`src/rtl/core/pso_pkg.sv`:
```
// Package: shared types and constants for the particle swarm duty search.
`timescale 1ns / 1ps
`default_nettype none
package pso_pkg;
  localparam int NumParticlesDef = 5;
  localparam int PowerBitsDef    = 24;
  localparam logic [31:0] LfsrMask = 32'h8020_0003;
  localparam logic [16:0] OneQ15   = 17'd32768;

  typedef enum logic [2:0] {
    ST_SETUP       = 3'd0,
    ST_SET_DUTY    = 3'd1,
    ST_CHECK_POWER = 3'd2,
    ST_UPDATE      = 3'd3,
    ST_CONVERGE    = 3'd4,
    ST_GET_OPT     = 3'd5
  } stage_t;

  typedef enum logic [2:0] {
    REG_RES    = 3'd0,
    REG_INERT  = 3'd1,
    REG_PCOEF  = 3'd2,
    REG_GCOEF  = 3'd3,
    REG_LIMIT  = 3'd4,
    REG_THRESH = 3'd5,
    REG_SEED   = 3'd6
  } reg_idx_t;

  typedef enum logic [1:0] {
    ACT_SEND    = 2'd0,
    ACT_CALL    = 2'd1,
    ACT_MEASURE = 2'd2
  } action_t;

  typedef enum logic [3:0] {
    SQ_IDLE, SQ_INIT, SQ_DUTY_MUL, SQ_DUTY_OUT, SQ_CHECK,
    SQ_DRAW1, SQ_DRAW2, SQ_MUL_W, SQ_MUL_R1, SQ_MUL_C1,
    SQ_MUL_R2, SQ_MUL_C2, SQ_SUM, SQ_CONV, SQ_OUT
  } seq_t;

  // One Galois LFSR step.
  function automatic logic [31:0] lfsr_step(input logic [31:0] s);
    lfsr_step = s[0] ? ((s >> 1) ^ LfsrMask) : (s >> 1);
  endfunction
endpackage
`default_nettype wire

```
`src/rtl/core/pso_mul.sv`:
```
// Shared signed multiplier with a registered product.
`timescale 1ns / 1ps
`default_nettype none
module pso_mul (
  input  wire logic               clk,
  input  wire logic signed [32:0] a,
  input  wire logic signed [17:0] b,
  output logic signed [50:0]      p
);
  // Register one product per cycle
  always_ff @(posedge clk) begin
    p <= 51'(a * b);
  end
endmodule
`default_nettype wire

```
`src/rtl/core/pso_mppt_duty_search.sv`:
```
// Top level: particle swarm duty search for maximum power point tracking.
`timescale 1ns / 1ps
`default_nettype none
// One item advances the six-stage tracker by one step and gives one result.
// The block is busy for a step while a sequencer drives a single shared
// 33x18 multiplier: setup seeds one particle per sequencer state, and the
// update stage draws two random values, then runs five multiplier states
// and a sum for each particle in turn.
// The result sits in an output register; s_tready is high only while idle.
module pso_mppt_duty_search #(
  parameter int NUM_PARTICLES = pso_pkg::NumParticlesDef,
  parameter int POWER_BITS    = pso_pkg::PowerBitsDef
) (
  input  wire logic        clk,
  input  wire logic        rst,
  input  wire logic        s_tvalid,
  output logic             s_tready,
  input  wire logic [31:0] s_tdata,   // permitted[0], power_meas[24:1], zero pad
  output logic             m_tvalid,
  input  wire logic        m_tready,
  output logic [47:0]      m_tdata,   // duty_valid[0], duty_value[16:1],
                                      // next_action[18:17], finished[19],
                                      // opt_valid[20], opt_power[44:21], pad
  input  wire logic        cfg_valid,
  output logic             cfg_ready,
  input  wire logic [2:0]  cfg_index,
  input  wire logic [31:0] cfg_data
);
  import pso_pkg::*;

  localparam int IW = (NUM_PARTICLES > 1) ? $clog2(NUM_PARTICLES) : 1;
  localparam logic [IW-1:0] LastIdx = IW'(NUM_PARTICLES - 1);

  // Configuration registers
  logic [4:0]  res_bits;
  logic [15:0] inertia, pcoef, gcoef;
  logic [7:0]  conv_limit;
  logic [23:0] conv_thresh;
  logic [31:0] seed;

  // Tracker state
  stage_t stage, stage_next;
  seq_t   seq, seq_next;
  logic [IW-1:0] pidx, widx;
  logic [16:0] pos   [NUM_PARTICLES];
  logic [16:0] bduty [NUM_PARTICLES];
  logic [23:0] bpow  [NUM_PARTICLES];
  logic signed [17:0] vel [NUM_PARTICLES];
  logic [16:0] sb_duty;
  logic [23:0] sb_pow, prev_pow;
  logic [7:0]  stable;
  logic [31:0] lfsr;

  // Latched item and working registers
  logic        in_perm;
  logic [23:0] in_pow;
  logic [15:0] r1, r2;
  logic signed [33:0] acc;

  // Result register
  logic        o_dvalid, o_fin, o_ovalid;
  logic [15:0] o_duty;
  action_t     o_act;
  logic [23:0] o_opow;

  // Shared multiplier operands
  logic signed [32:0] mul_a;
  logic signed [17:0] mul_b;
  logic signed [50:0] mul_p;

  pso_mul u_mul (.clk(clk), .a(mul_a), .b(mul_b), .p(mul_p));

  logic [4:0]  rb;
  logic [15:0] dmax;
  logic [POWER_BITS-1:0] pw_mask;
  logic [23:0] pw_in;
  logic signed [17:0] dpos_b, dpos_g;
  logic [16:0] cur_pos, duty_src;
  logic [23:0] pdiff;
  logic [7:0]  stable_new;
  logic signed [50:0] trunc15, trunc30;
  logic signed [34:0] vsum, xsum;
  logic signed [17:0] vsat;
  logic [31:0] lfsr_adv;

  assign rb   = (res_bits == 5'd0) ? 5'd1 : ((res_bits > 5'd16) ? 5'd16 : res_bits);
  assign dmax = 16'((17'd1 << rb) - 17'd1);
  assign pw_mask = '1;
  assign pw_in = 24'(s_tdata[24:1] & 24'(pw_mask));
  assign cur_pos = pos[widx];
  assign dpos_b = 18'($signed({1'b0, bduty[widx]}) - $signed({1'b0, cur_pos}));
  assign dpos_g = 18'($signed({1'b0, sb_duty}) - $signed({1'b0, cur_pos}));
  assign duty_src = (stage == ST_CONVERGE) ? sb_duty : cur_pos;
  assign pdiff = (sb_pow >= prev_pow) ? sb_pow - prev_pow : prev_pow - sb_pow;
  assign stable_new = (pdiff < conv_thresh) ? ((stable == 8'd255) ? stable : stable + 8'd1)
                                            : 8'd0;
  assign lfsr_adv = lfsr_step(lfsr);
  // Truncate toward zero
  assign trunc15 = (mul_p < 0) ? -((-mul_p) >>> 15) : (mul_p >>> 15);
  assign trunc30 = (mul_p < 0) ? -((-mul_p) >>> 30) : (mul_p >>> 30);
  assign vsum = 35'(acc) + 35'(trunc30);
  assign vsat = (vsum > 35'sd131071) ? 18'sd131071 :
                (vsum < -35'sd131072) ? -18'sd131072 : 18'(vsum);
  assign xsum = 35'($signed({1'b0, cur_pos})) + 35'(vsat);

  assign s_tready  = (seq == SQ_IDLE) && !m_tvalid;
  assign cfg_ready = (seq == SQ_IDLE);

  // Multiplier operand select
  always_comb begin
    mul_a = '0;
    mul_b = '0;
    unique case (seq)
      SQ_DUTY_MUL: begin
        mul_a = 33'($signed({1'b0, duty_src}));
        mul_b = 18'($signed({2'b0, dmax - 16'd1}));
      end
      SQ_MUL_W: begin
        mul_a = 33'($signed({1'b0, inertia}));
        mul_b = vel[widx];
      end
      SQ_MUL_R1: begin
        mul_a = 33'($signed({1'b0, pcoef}));
        mul_b = 18'($signed({2'b0, r1}));
      end
      SQ_MUL_C1, SQ_MUL_C2: begin
        // Chain the coefficient-times-draw product straight from the multiplier
        mul_a = 33'(mul_p);
        mul_b = (seq == SQ_MUL_C1) ? dpos_b : dpos_g;
      end
      SQ_MUL_R2: begin
        mul_a = 33'($signed({1'b0, gcoef}));
        mul_b = 18'($signed({2'b0, r2}));
      end
      default: ;
    endcase
  end

  // Sequencer next state
  always_comb begin
    seq_next = seq;
    unique case (seq)
      SQ_IDLE: if (s_tvalid && s_tready) begin
        seq_next = SQ_OUT;
        unique case (stage)
          ST_SETUP:       if (s_tdata[0]) seq_next = SQ_INIT;
          ST_SET_DUTY:    seq_next = SQ_DUTY_MUL;
          ST_CHECK_POWER: seq_next = SQ_CHECK;
          ST_UPDATE:      seq_next = SQ_DRAW1;
          ST_CONVERGE:    seq_next = SQ_CONV;
          default:        seq_next = SQ_OUT;
        endcase
      end
      SQ_INIT:     if (widx == LastIdx) seq_next = SQ_OUT;
      SQ_DUTY_MUL: seq_next = SQ_DUTY_OUT;
      SQ_DUTY_OUT: seq_next = SQ_OUT;
      SQ_CHECK:    seq_next = SQ_OUT;
      SQ_DRAW1:    seq_next = SQ_DRAW2;
      SQ_DRAW2:    seq_next = SQ_MUL_W;
      SQ_MUL_W:    seq_next = SQ_MUL_R1;
      SQ_MUL_R1:   seq_next = SQ_MUL_C1;
      SQ_MUL_C1:   seq_next = SQ_MUL_R2;
      SQ_MUL_R2:   seq_next = SQ_MUL_C2;
      SQ_MUL_C2:   seq_next = SQ_SUM;
      SQ_SUM:      seq_next = (widx == LastIdx) ? SQ_OUT : SQ_DRAW1;
      SQ_CONV:     seq_next = (stable_new >= conv_limit) ? SQ_DUTY_MUL : SQ_OUT;
      SQ_OUT:      seq_next = SQ_IDLE;
      default:     seq_next = SQ_IDLE;
    endcase
  end

  // Stage advance at the end of a step
  always_comb begin
    stage_next = stage;
    unique case (stage)
      ST_SETUP:       if (in_perm) stage_next = ST_SET_DUTY;
      ST_SET_DUTY:    stage_next = ST_CHECK_POWER;
      ST_CHECK_POWER: stage_next = (widx == LastIdx) ? ST_UPDATE : ST_SET_DUTY;
      ST_UPDATE:      stage_next = ST_CONVERGE;
      ST_CONVERGE:    stage_next = (stable >= conv_limit) ? ST_GET_OPT : ST_SET_DUTY;
      ST_GET_OPT:     stage_next = ST_SETUP;
      default:        stage_next = ST_SETUP;
    endcase
  end

  // Control registers
  always_ff @(posedge clk) begin
    if (rst) begin
      seq <= SQ_IDLE;
      stage <= ST_SETUP;
      m_tvalid <= 1'b0;
    end else begin
      seq <= seq_next;
      if (seq == SQ_OUT) begin
        stage <= stage_next;
        m_tvalid <= 1'b1;
      end else if (m_tvalid && m_tready) begin
        m_tvalid <= 1'b0;
      end
    end
  end

  // Configuration and datapath
  always_ff @(posedge clk) begin
    if (rst) begin
      res_bits <= 5'd10; inertia <= 16'd19661; pcoef <= 16'd19661;
      gcoef <= 16'd32768; conv_limit <= 8'd5; conv_thresh <= 24'd256;
      seed <= 32'd1; lfsr <= 32'd1;
      pidx <= '0; stable <= '0;
      sb_duty <= '0; sb_pow <= '0; prev_pow <= '0;
      for (int i = 0; i < NUM_PARTICLES; i++) begin
        pos[i] <= '0; bduty[i] <= '0; bpow[i] <= '0; vel[i] <= '0;
      end
    end else begin
      if (cfg_valid && cfg_ready) begin
        unique case (cfg_index)
          REG_RES:    res_bits <= cfg_data[4:0];
          REG_INERT:  inertia <= cfg_data[15:0];
          REG_PCOEF:  pcoef <= cfg_data[15:0];
          REG_GCOEF:  gcoef <= cfg_data[15:0];
          REG_LIMIT:  conv_limit <= cfg_data[7:0];
          REG_THRESH: conv_thresh <= cfg_data[23:0];
          REG_SEED: begin
            seed <= cfg_data;
            lfsr <= cfg_data;
          end
          default: ;
        endcase
      end
      unique case (seq)
        SQ_IDLE: begin
          // Latch the item only when it is accepted; hold the waiting result
          if (s_tvalid && s_tready) begin
            in_perm <= s_tdata[0];
            in_pow  <= pw_in;
            widx    <= (stage == ST_CHECK_POWER || stage == ST_SET_DUTY) ? pidx : '0;
            o_dvalid <= 1'b0; o_duty <= '0; o_act <= ACT_CALL;
            o_fin <= 1'b0; o_ovalid <= 1'b0; o_opow <= '0;
            if (stage == ST_SETUP && !s_tdata[0]) begin
              o_act <= ACT_SEND; o_fin <= 1'b1;
            end
            if (stage == ST_GET_OPT) begin
              o_act <= ACT_SEND; o_fin <= 1'b1; o_ovalid <= 1'b1; o_opow <= pw_in;
            end
          end
        end
        SQ_INIT: begin
          lfsr <= lfsr_adv;
          pos[widx] <= {2'b0, lfsr_adv[31:17]};
          bduty[widx] <= '0; bpow[widx] <= '0; vel[widx] <= '0;
          widx <= widx + IW'(1);
          pidx <= '0; sb_duty <= '0; sb_pow <= '0; prev_pow <= '0;
        end
        SQ_DUTY_OUT: begin
          o_dvalid <= 1'b1;
          o_act <= ACT_MEASURE;
          if (stage == ST_SET_DUTY && duty_src >= OneQ15) o_duty <= dmax;
          else if (stage == ST_SET_DUTY && duty_src == 17'd0) o_duty <= 16'd1;
          else o_duty <= 16'(mul_p >>> 15) + 16'd1;
        end
        SQ_CHECK: begin
          if (in_pow > bpow[widx]) begin
            bpow[widx] <= in_pow;
            bduty[widx] <= cur_pos;
            if (in_pow > sb_pow) begin
              sb_pow <= in_pow;
              sb_duty <= cur_pos;
            end
          end
          pidx <= (widx == LastIdx) ? '0 : widx + IW'(1);
        end
        SQ_DRAW1: begin
          lfsr <= lfsr_adv;
          r1 <= lfsr_adv[31:16];
        end
        SQ_DRAW2: begin
          lfsr <= lfsr_adv;
          r2 <= lfsr_adv[31:16];
        end
        SQ_MUL_R1: acc <= 34'(trunc15);
        SQ_MUL_R2: acc <= 34'(35'(acc) + 35'(trunc30));
        SQ_SUM: begin
          vel[widx] <= vsat;
          pos[widx] <= (xsum > 35'sd32768) ? OneQ15 : ((xsum < 0) ? 17'd0 : 17'(xsum));
          widx <= widx + IW'(1);
        end
        SQ_CONV: begin
          stable <= stable_new;
          prev_pow <= sb_pow;
        end
        default: ;
      endcase
    end
  end

  assign m_tdata = {3'b0, o_opow, o_ovalid, o_fin, o_act, o_duty, o_dvalid};

  // Keep unused state referenced
  logic unused_ok;
  assign unused_ok = ^{seed, s_tdata[31:25]};

  a_busy_no_ready: assert property (@(posedge clk) disable iff (rst)
    (seq != SQ_IDLE) |-> !s_tready) else $error("ready while busy");
  a_one_result: assert property (@(posedge clk) disable iff (rst)
    (s_tvalid && s_tready) |=> !m_tvalid) else $error("stale result");
  a_opt_fin: assert property (@(posedge clk) disable iff (rst)
    (m_tvalid && o_ovalid) |-> o_fin) else $error("optimum without finish");
endmodule
`default_nettype wire

```
`config.mk`:
```
export PLATFORM = sky130hd
export DESIGN_NAME = pso_mppt_duty_search
export DESIGN_NICKNAME = d
export VERILOG_FILES = /design/src/rtl/core/pso_pkg.sv /design/src/rtl/core/pso_mul.sv /design/src/rtl/core/pso_mppt_duty_search.sv
export SDC_FILE = /design/constraint.sdc
export NUM_CORES = 2
export LEC_CHECK = 0
export BUFFER_PORTS_ARGS = -buffer_cell sky130_fd_sc_hd__buf_2
export CAP_MARGIN = 20
export CORE_MARGIN = 2
export CORE_UTILIZATION = 60
export CTS_BUF_LIST = sky130_fd_sc_hd__clkbuf_4 sky130_fd_sc_hd__clkbuf_8
export DETAILED_ROUTE_END_ITERATION = 8
export GPL_ROUTABILITY_DRIVEN = 0
export MAX_ROUTING_LAYER = met4
export PLACE_DENSITY = 0.77
export SLEW_MARGIN = 20
export SYNTH_ARGS = -nofsm -noshare
export SYNTH_HDL_FRONTEND = slang
export SYNTH_SLANG_ARGS = --single-unit
```
`constraint.sdc`:
```
create_clock -name clk -period 20.3 [get_ports clk]
set_input_delay 2.03 -clock clk [delete_from_list [all_inputs] [get_ports clk]]
set_output_delay 2.03 -clock clk [all_outputs]
set_load 0.03 [all_outputs]
```
* Word level (Yosys, flattened, before mapping) *
Memory sizes are Yosys's and may differ from the RTL's. A register that Yosys moved wholly into a read port is not among the register bits.
Cells that the tools add are included.

cells by class
  $add $sub $neg = 14
  multipliers = 1
  magnitude comparators = 13
  equal/unequal tests = 32
  shift-type cells = 1
  muxes and demuxes = 89
  bitwise operators = 6
  reductions and logical operators = 47

operators with widths
  kind                    number
  $pmux W33 S5            1
  $mux W17                9
  $mux W32                4
  $mux W24                5
  $pmux W24 S2            2
  $mux W18                5
  $pmux W18 S5            1
  $pmux W34 S2            1
  $pmux W4 S13            1
  $lt A51 B1 Y1 const B   1
  $mul A33 B18 Y51        1
  $neg A51 Y51            1
  $gt A24 B24 Y1          2
  $mux W16                3
  $sub A24 B24 Y24        2
  $mux W3                 13
  $sub A17 B17 Y18        2
  $add A34 B35 Y35        1
  $gt A35 B18 Y1 const B  1
  $lt A35 B18 Y1 const B  1
  $mux W35                1
  $neg A21 Y35            1
  $mux W34                1
  $neg A34 Y34            1
  other kinds (53)        142

storage, ports and cells
  bits in registers = 391
  RAM bits = 380
  input bits = 72
  word-level logic and storage cells = 235
  memories kept = 4

memories
  memory  depth  bits a word  read ports  clocked after Yosys merged registers in  wr ports  line                        source
  bpow    5      24           1           1                                        5         pso_mppt_duty_search.sv:47  logic [23:0] bpow [NUM_PARTICLES];
  vel     5      18           1           1                                        5         pso_mppt_duty_search.sv:48  logic signed [17:0] vel [NUM_PARTICLES];
  bduty   5      17           1           1                                        5         pso_mppt_duty_search.sv:46  logic [16:0] bduty [NUM_PARTICLES];
  pos     5      17           1           1                                        5         pso_mppt_duty_search.sv:45  logic [16:0] pos [NUM_PARTICLES];

* Depth between registers and ports, before layout *
  depth in word-level cells = 13
  mapped depth = 49
  gate-level depth less buffers = 42

* By module *
A second synthesis with hierarchy kept.

unflattened totals
  cell total of the unflattened synthesis = 7127
  area, all modules = 72837.4 µm²

modules (own cells, without submodules)
  module                times used  cells an instance  area each (µm²)  sequential area each (µm²)
  pso_mppt_duty_search  1           4780               51546.9          26515.4
  pso_mul               1           2347               21290.4          1021.0

* Least setup slack after synthesis *
OpenSTA, ideal clock, no wires.

  path type = reg2reg
  start point = register (tool-made name)
  end point = register u_mul.p[49]
  setup time = 72 ps
  data arrival time = 11481 ps
  setup slack = 8747 ps
  stages on the path, launching flop included = 44
  buffers on the path = 9
  clock period less this slack = 11553 ps
  cell sequence = dfxtp_1 buf_2 buf_2 buf_2 buf_2 buf_2 buf_2 clkbuf_1 buf_2 mux4_2 mux2i_1 a21oi_1 fa_1 a21o_1 a21o_1 a21oi_1 o21ai_0 nand3_1 [... 8 more ...] fa_1 inv_1 fa_1 fa_1 fa_1 fa_1 ha_1 a21o_1 a21o_1 a21o_1 a21o_1 a21o_1 and3_1 o31ai_1 o221ai_1 a311o_1 a221oi_1 xnor2_1

RTL lines
  element               line           source
  to (signal assigned)  pso_mul.sv:12  p <= 51'(a * b);
  to (decl)             pso_mul.sv:8   output logic signed [50:0] p

==> metrics.md <==
| Metric | Value |
|---|---|
| Post-Route Setup TNS | 0 ns |
| DP Wirelength | 147000 um |
| Clk buf depth | 3 |
| Internal reg-to-reg setup slack | 6.41 ns |
| Largest area contributor in the netlist | edfxtp_1 |
| IO buf count | 112 |
| Pwr per Cell Area | 126 mW/mm2 |
| Final instance area | 0.0798 mm2 |
| Rows | 128 |
| Pleak | 33.6 nW |
| Slowest CP cell | nor4_1 |
| RSZ-0062 raised after global routing | false |
| Synth Area in Simple Gates | 0.147 |
| CTS root buf | clkbuf_8 |
| Multi-input logic area | 0.0416 mm2 |
| Post-CTS sizing | 0 |
| Area Overhead vs Synth | 7.87% |
| Async SR Flop Fraction | 0 |
| Synthesized instance count | 7236 |
| Max-slew violations | 0 |
| Multiplexer share of the synthesized area | 0.0698 |
| Die X | 355 um |
| Tmin final | 13.89 ns |
| Vias/cell | 6.30 |
| Worst slack, placed | 7.03 ns |
| Initial antenna violation count | 17 |
| Period utilization | 0.684 |
| Sequential share of the synthesized area | 0.372 |
| H-tree depth | 4 |
| Skew-Pair Late Insertion Delay | 0.91 ns |
| Clk sink count | 1002 |
| Share of cells above drive strength 1 | 0.108 |
| ANT nets after route | 0 |
| DR iter-0 viols | 7142 |
| Number of global-route vias before repair | 56570 |
| GRT Util Overall | 0.348 |
| CTS tree | yes |
| Post-synthesis cell area | 0.0739 mm2 |
| Drt total wl | 212000 um |
| Final Skew | 0.0560 ns |
| Max Cap Violations | 0 |
| Critical Path RT | 21.00 ns |
| WL per Instance | 23.5 um |
| First-pass GRT wire length | 326000 um |
| Total die area | 0.126 mm2 |
| Post-CTS Setup Inserts | 0 |
| Slew headroom | 0.153 |
| TritonCTS buffer count | 166 |
| Worst setup path class | flip-flop to flip-flop |
| Fmax | 72.0 MHz |
| Final Hold Fails | 0 |
| Fillers | 9366 |
| Core Area | 0.122 mm2 |
| Vias | 56807 |
| Status | finished, final reports clean |
| Compound-gate portion of the synthesized area | 0.101 |
| WP data arrival | 14.59 ns |
| CP max stage delay | 1.07 ns |
| Setup WS post-layout | 6.41 ns |
| Area share of xor/xnor cells in the synthesized design | 0.0283 |
| Synth cell types | 94 |
| Worst Setup End Kind | flip-flop |
| Post-Synth Adder-Cell Area | 0.212 |
| Hold_buf cts | 0 |
| Final global-route overflow total | 0 |
| Pin count of the biggest net entering global routing | 139 |
| IO Pins | 123 |
| Initial Util | 0.606 |
| Nets@finish | 8223 |
| Share of the synthesized area in the top cell type | 0.303 |
| Maximum VDD drop | 0.115 mV |
| Critical path fanouts, max | 75 |
| Placed Area | 0.0761 mm2 |
| Layout Cells excl Fill | 9020 |
| Final setup vio count | 0 |
| Top_reg_cell synth | edfxtp_1 |
| Post-synth EDFFs | 747 |
| Crit path launch type | flip-flop |
| DRT Pass-1 Iters | 8 |
| Largest cells by area after synthesis | edfxtp_1 30%, fa_1 16%, dfxtp_1 6.9%, ha_1 5.7%, nand2_1 4.6% |
| DRC | 0 |
| Placed Cells | 8696 |
| Die Y | 355 um |
| Register bit count reported by yosys | 1002 |
| Largest family of logic cells by synthesized area | adder cells |
| YS warnings | 0 |
| Synth Area per Inst | 10.2 um2 |
| Reg area | 0.0275 mm2 |
| Clock transition at path regs | 0.06 ns |
| Slew @ Worst Pin | 1.26 ns |
| Hold crit path type | flip-flop to flip-flop |
synthesized netlist by cell type (28+ instances only):
cell type	count
nor3_1	198
ha_1	335
and2_1	130
mux2i_1	153
buf_1	30
o21bai_1	28
a211oi_1	139
nand2_1	915
and3_1	159
o21ai_0	159
fa_1	575
a21o_1	106
a22oi_1	72
o211ai_1	34
dfxtp_1	255
a21oi_1	395
xor2_1	94
nor2b_1	42
nor2_1	419
buf_2	29
nand3_1	113
mux4_2	152
o21a_1	32
nand2b_1	83
nand4_1	51
xnor2_1	145
a31oi_1	36
edfxtp_1	747
inv_1	886
clkbuf_1	344
power by group:
group	switching [mW]	leakage [nW]	internal, mW	total, mW
Clock	0.883	1.87	1.04	1.93
Sequential	0.293	9.46	2.43	2.72
Combinational	3.55	22.3	1.87	5.43
Total	4.73	33.6	5.34	10.1
per-stage QoR:
stage          total power [mW]  hold slack, ns  utilization
3_3_place_gp               7.83           0.441        0.624
3_5_place_dp               7.96           0.446        0.624
6_report                   10.1           0.455        0.654
4_1_cts                    9.90           0.454        0.653
2_1_floorplan              6.27           0.424            -
5_1_grt                    10.6           0.475        0.654
area by class of cell:
| type | count | area share |
|---|---|---|
| Tap cell | 1625 | 0.0255 |
| Timing Repair Buffer | 251 | 0.0207 |
| Antenna cell | 16 | 0.000502 |
| Inverter | 890 | 0.0419 |
| Sequential cell | 1002 | 0.345 |
| Clock buffer | 232 | 0.0353 |
| Multi-Input combinational cell | 4930 | 0.521 |
| Clock inverter | 74 | 0.00933 |
worst paths after layout:
kind,startpoint,endpoint,cells past startpoint
min,pcoef[13],pcoef[13],2
max,u_mul.p[17],pos[4][1],39
max reg2reg,u_mul.p[17],pos[4][1],39
min reg2reg,pcoef[13],pcoef[13],2
registers in the layout, indices dropped and copies added, names as in the netlist, 24 cells and up, named ones only:
signal       cells
in_pow          24
conv_thresh     24
vel            144
pos            136
bduty          136
o_opow          24
lfsr            32
acc             34
sb_pow          24
bpow           192
u_mul.p         51
prev_pow        24
metal layers:
| metal | vias up | GRT usage | wire length, um |
|---|---|---|---|
| met1 | 27759 | 0.444 | 79400 |
| met5 | - | - | 0 |
| met2 | 3510 | 0.508 | 94300 |
| met4 | 0 | 0.141 | 9160 |
| li1 | 24884 | - | - |
| met3 | 654 | 0.120 | 29500 |
cell families (layout without fill, tap and decap cells):
family,after synthesis,after routing
DFF,1002,1002
buffers and inverters,1315,1447
other,2,29
xor gates and xnor gates,239,239
AOI/OAI and AO/OA,1168,1168
muxes,323,323
and+or+nand+nor,2277,2277
adders and majority gates,910,910
layout by cell type, fill, tap and decap left out, drive strengths merged, types with 145 or more instances in the layout:
cell	n
nand2	916
inv	898
edfxtp	747
fa	575
nor2	420
a21oi	395
ha	335
dfxtp	255
buf	251
clkbuf	232
nor3	200
o21ai	171
and3	159
mux2i	153
mux4	152
xnor2	145
critical path, delay by kind of cell, from the launching register on:
kind                     cells  cell delay, ns
AO/OA/AOI/OAI               14            4.39
flip-flops                   1            0.29
AND/OR/NAND/NOR             16            6.38
buffers and inverters        4            1.17
XOR/XNOR                     2            0.56
adder cells (fa/ha/maj)      3            0.83
Power figures use the tool's default switching activity.
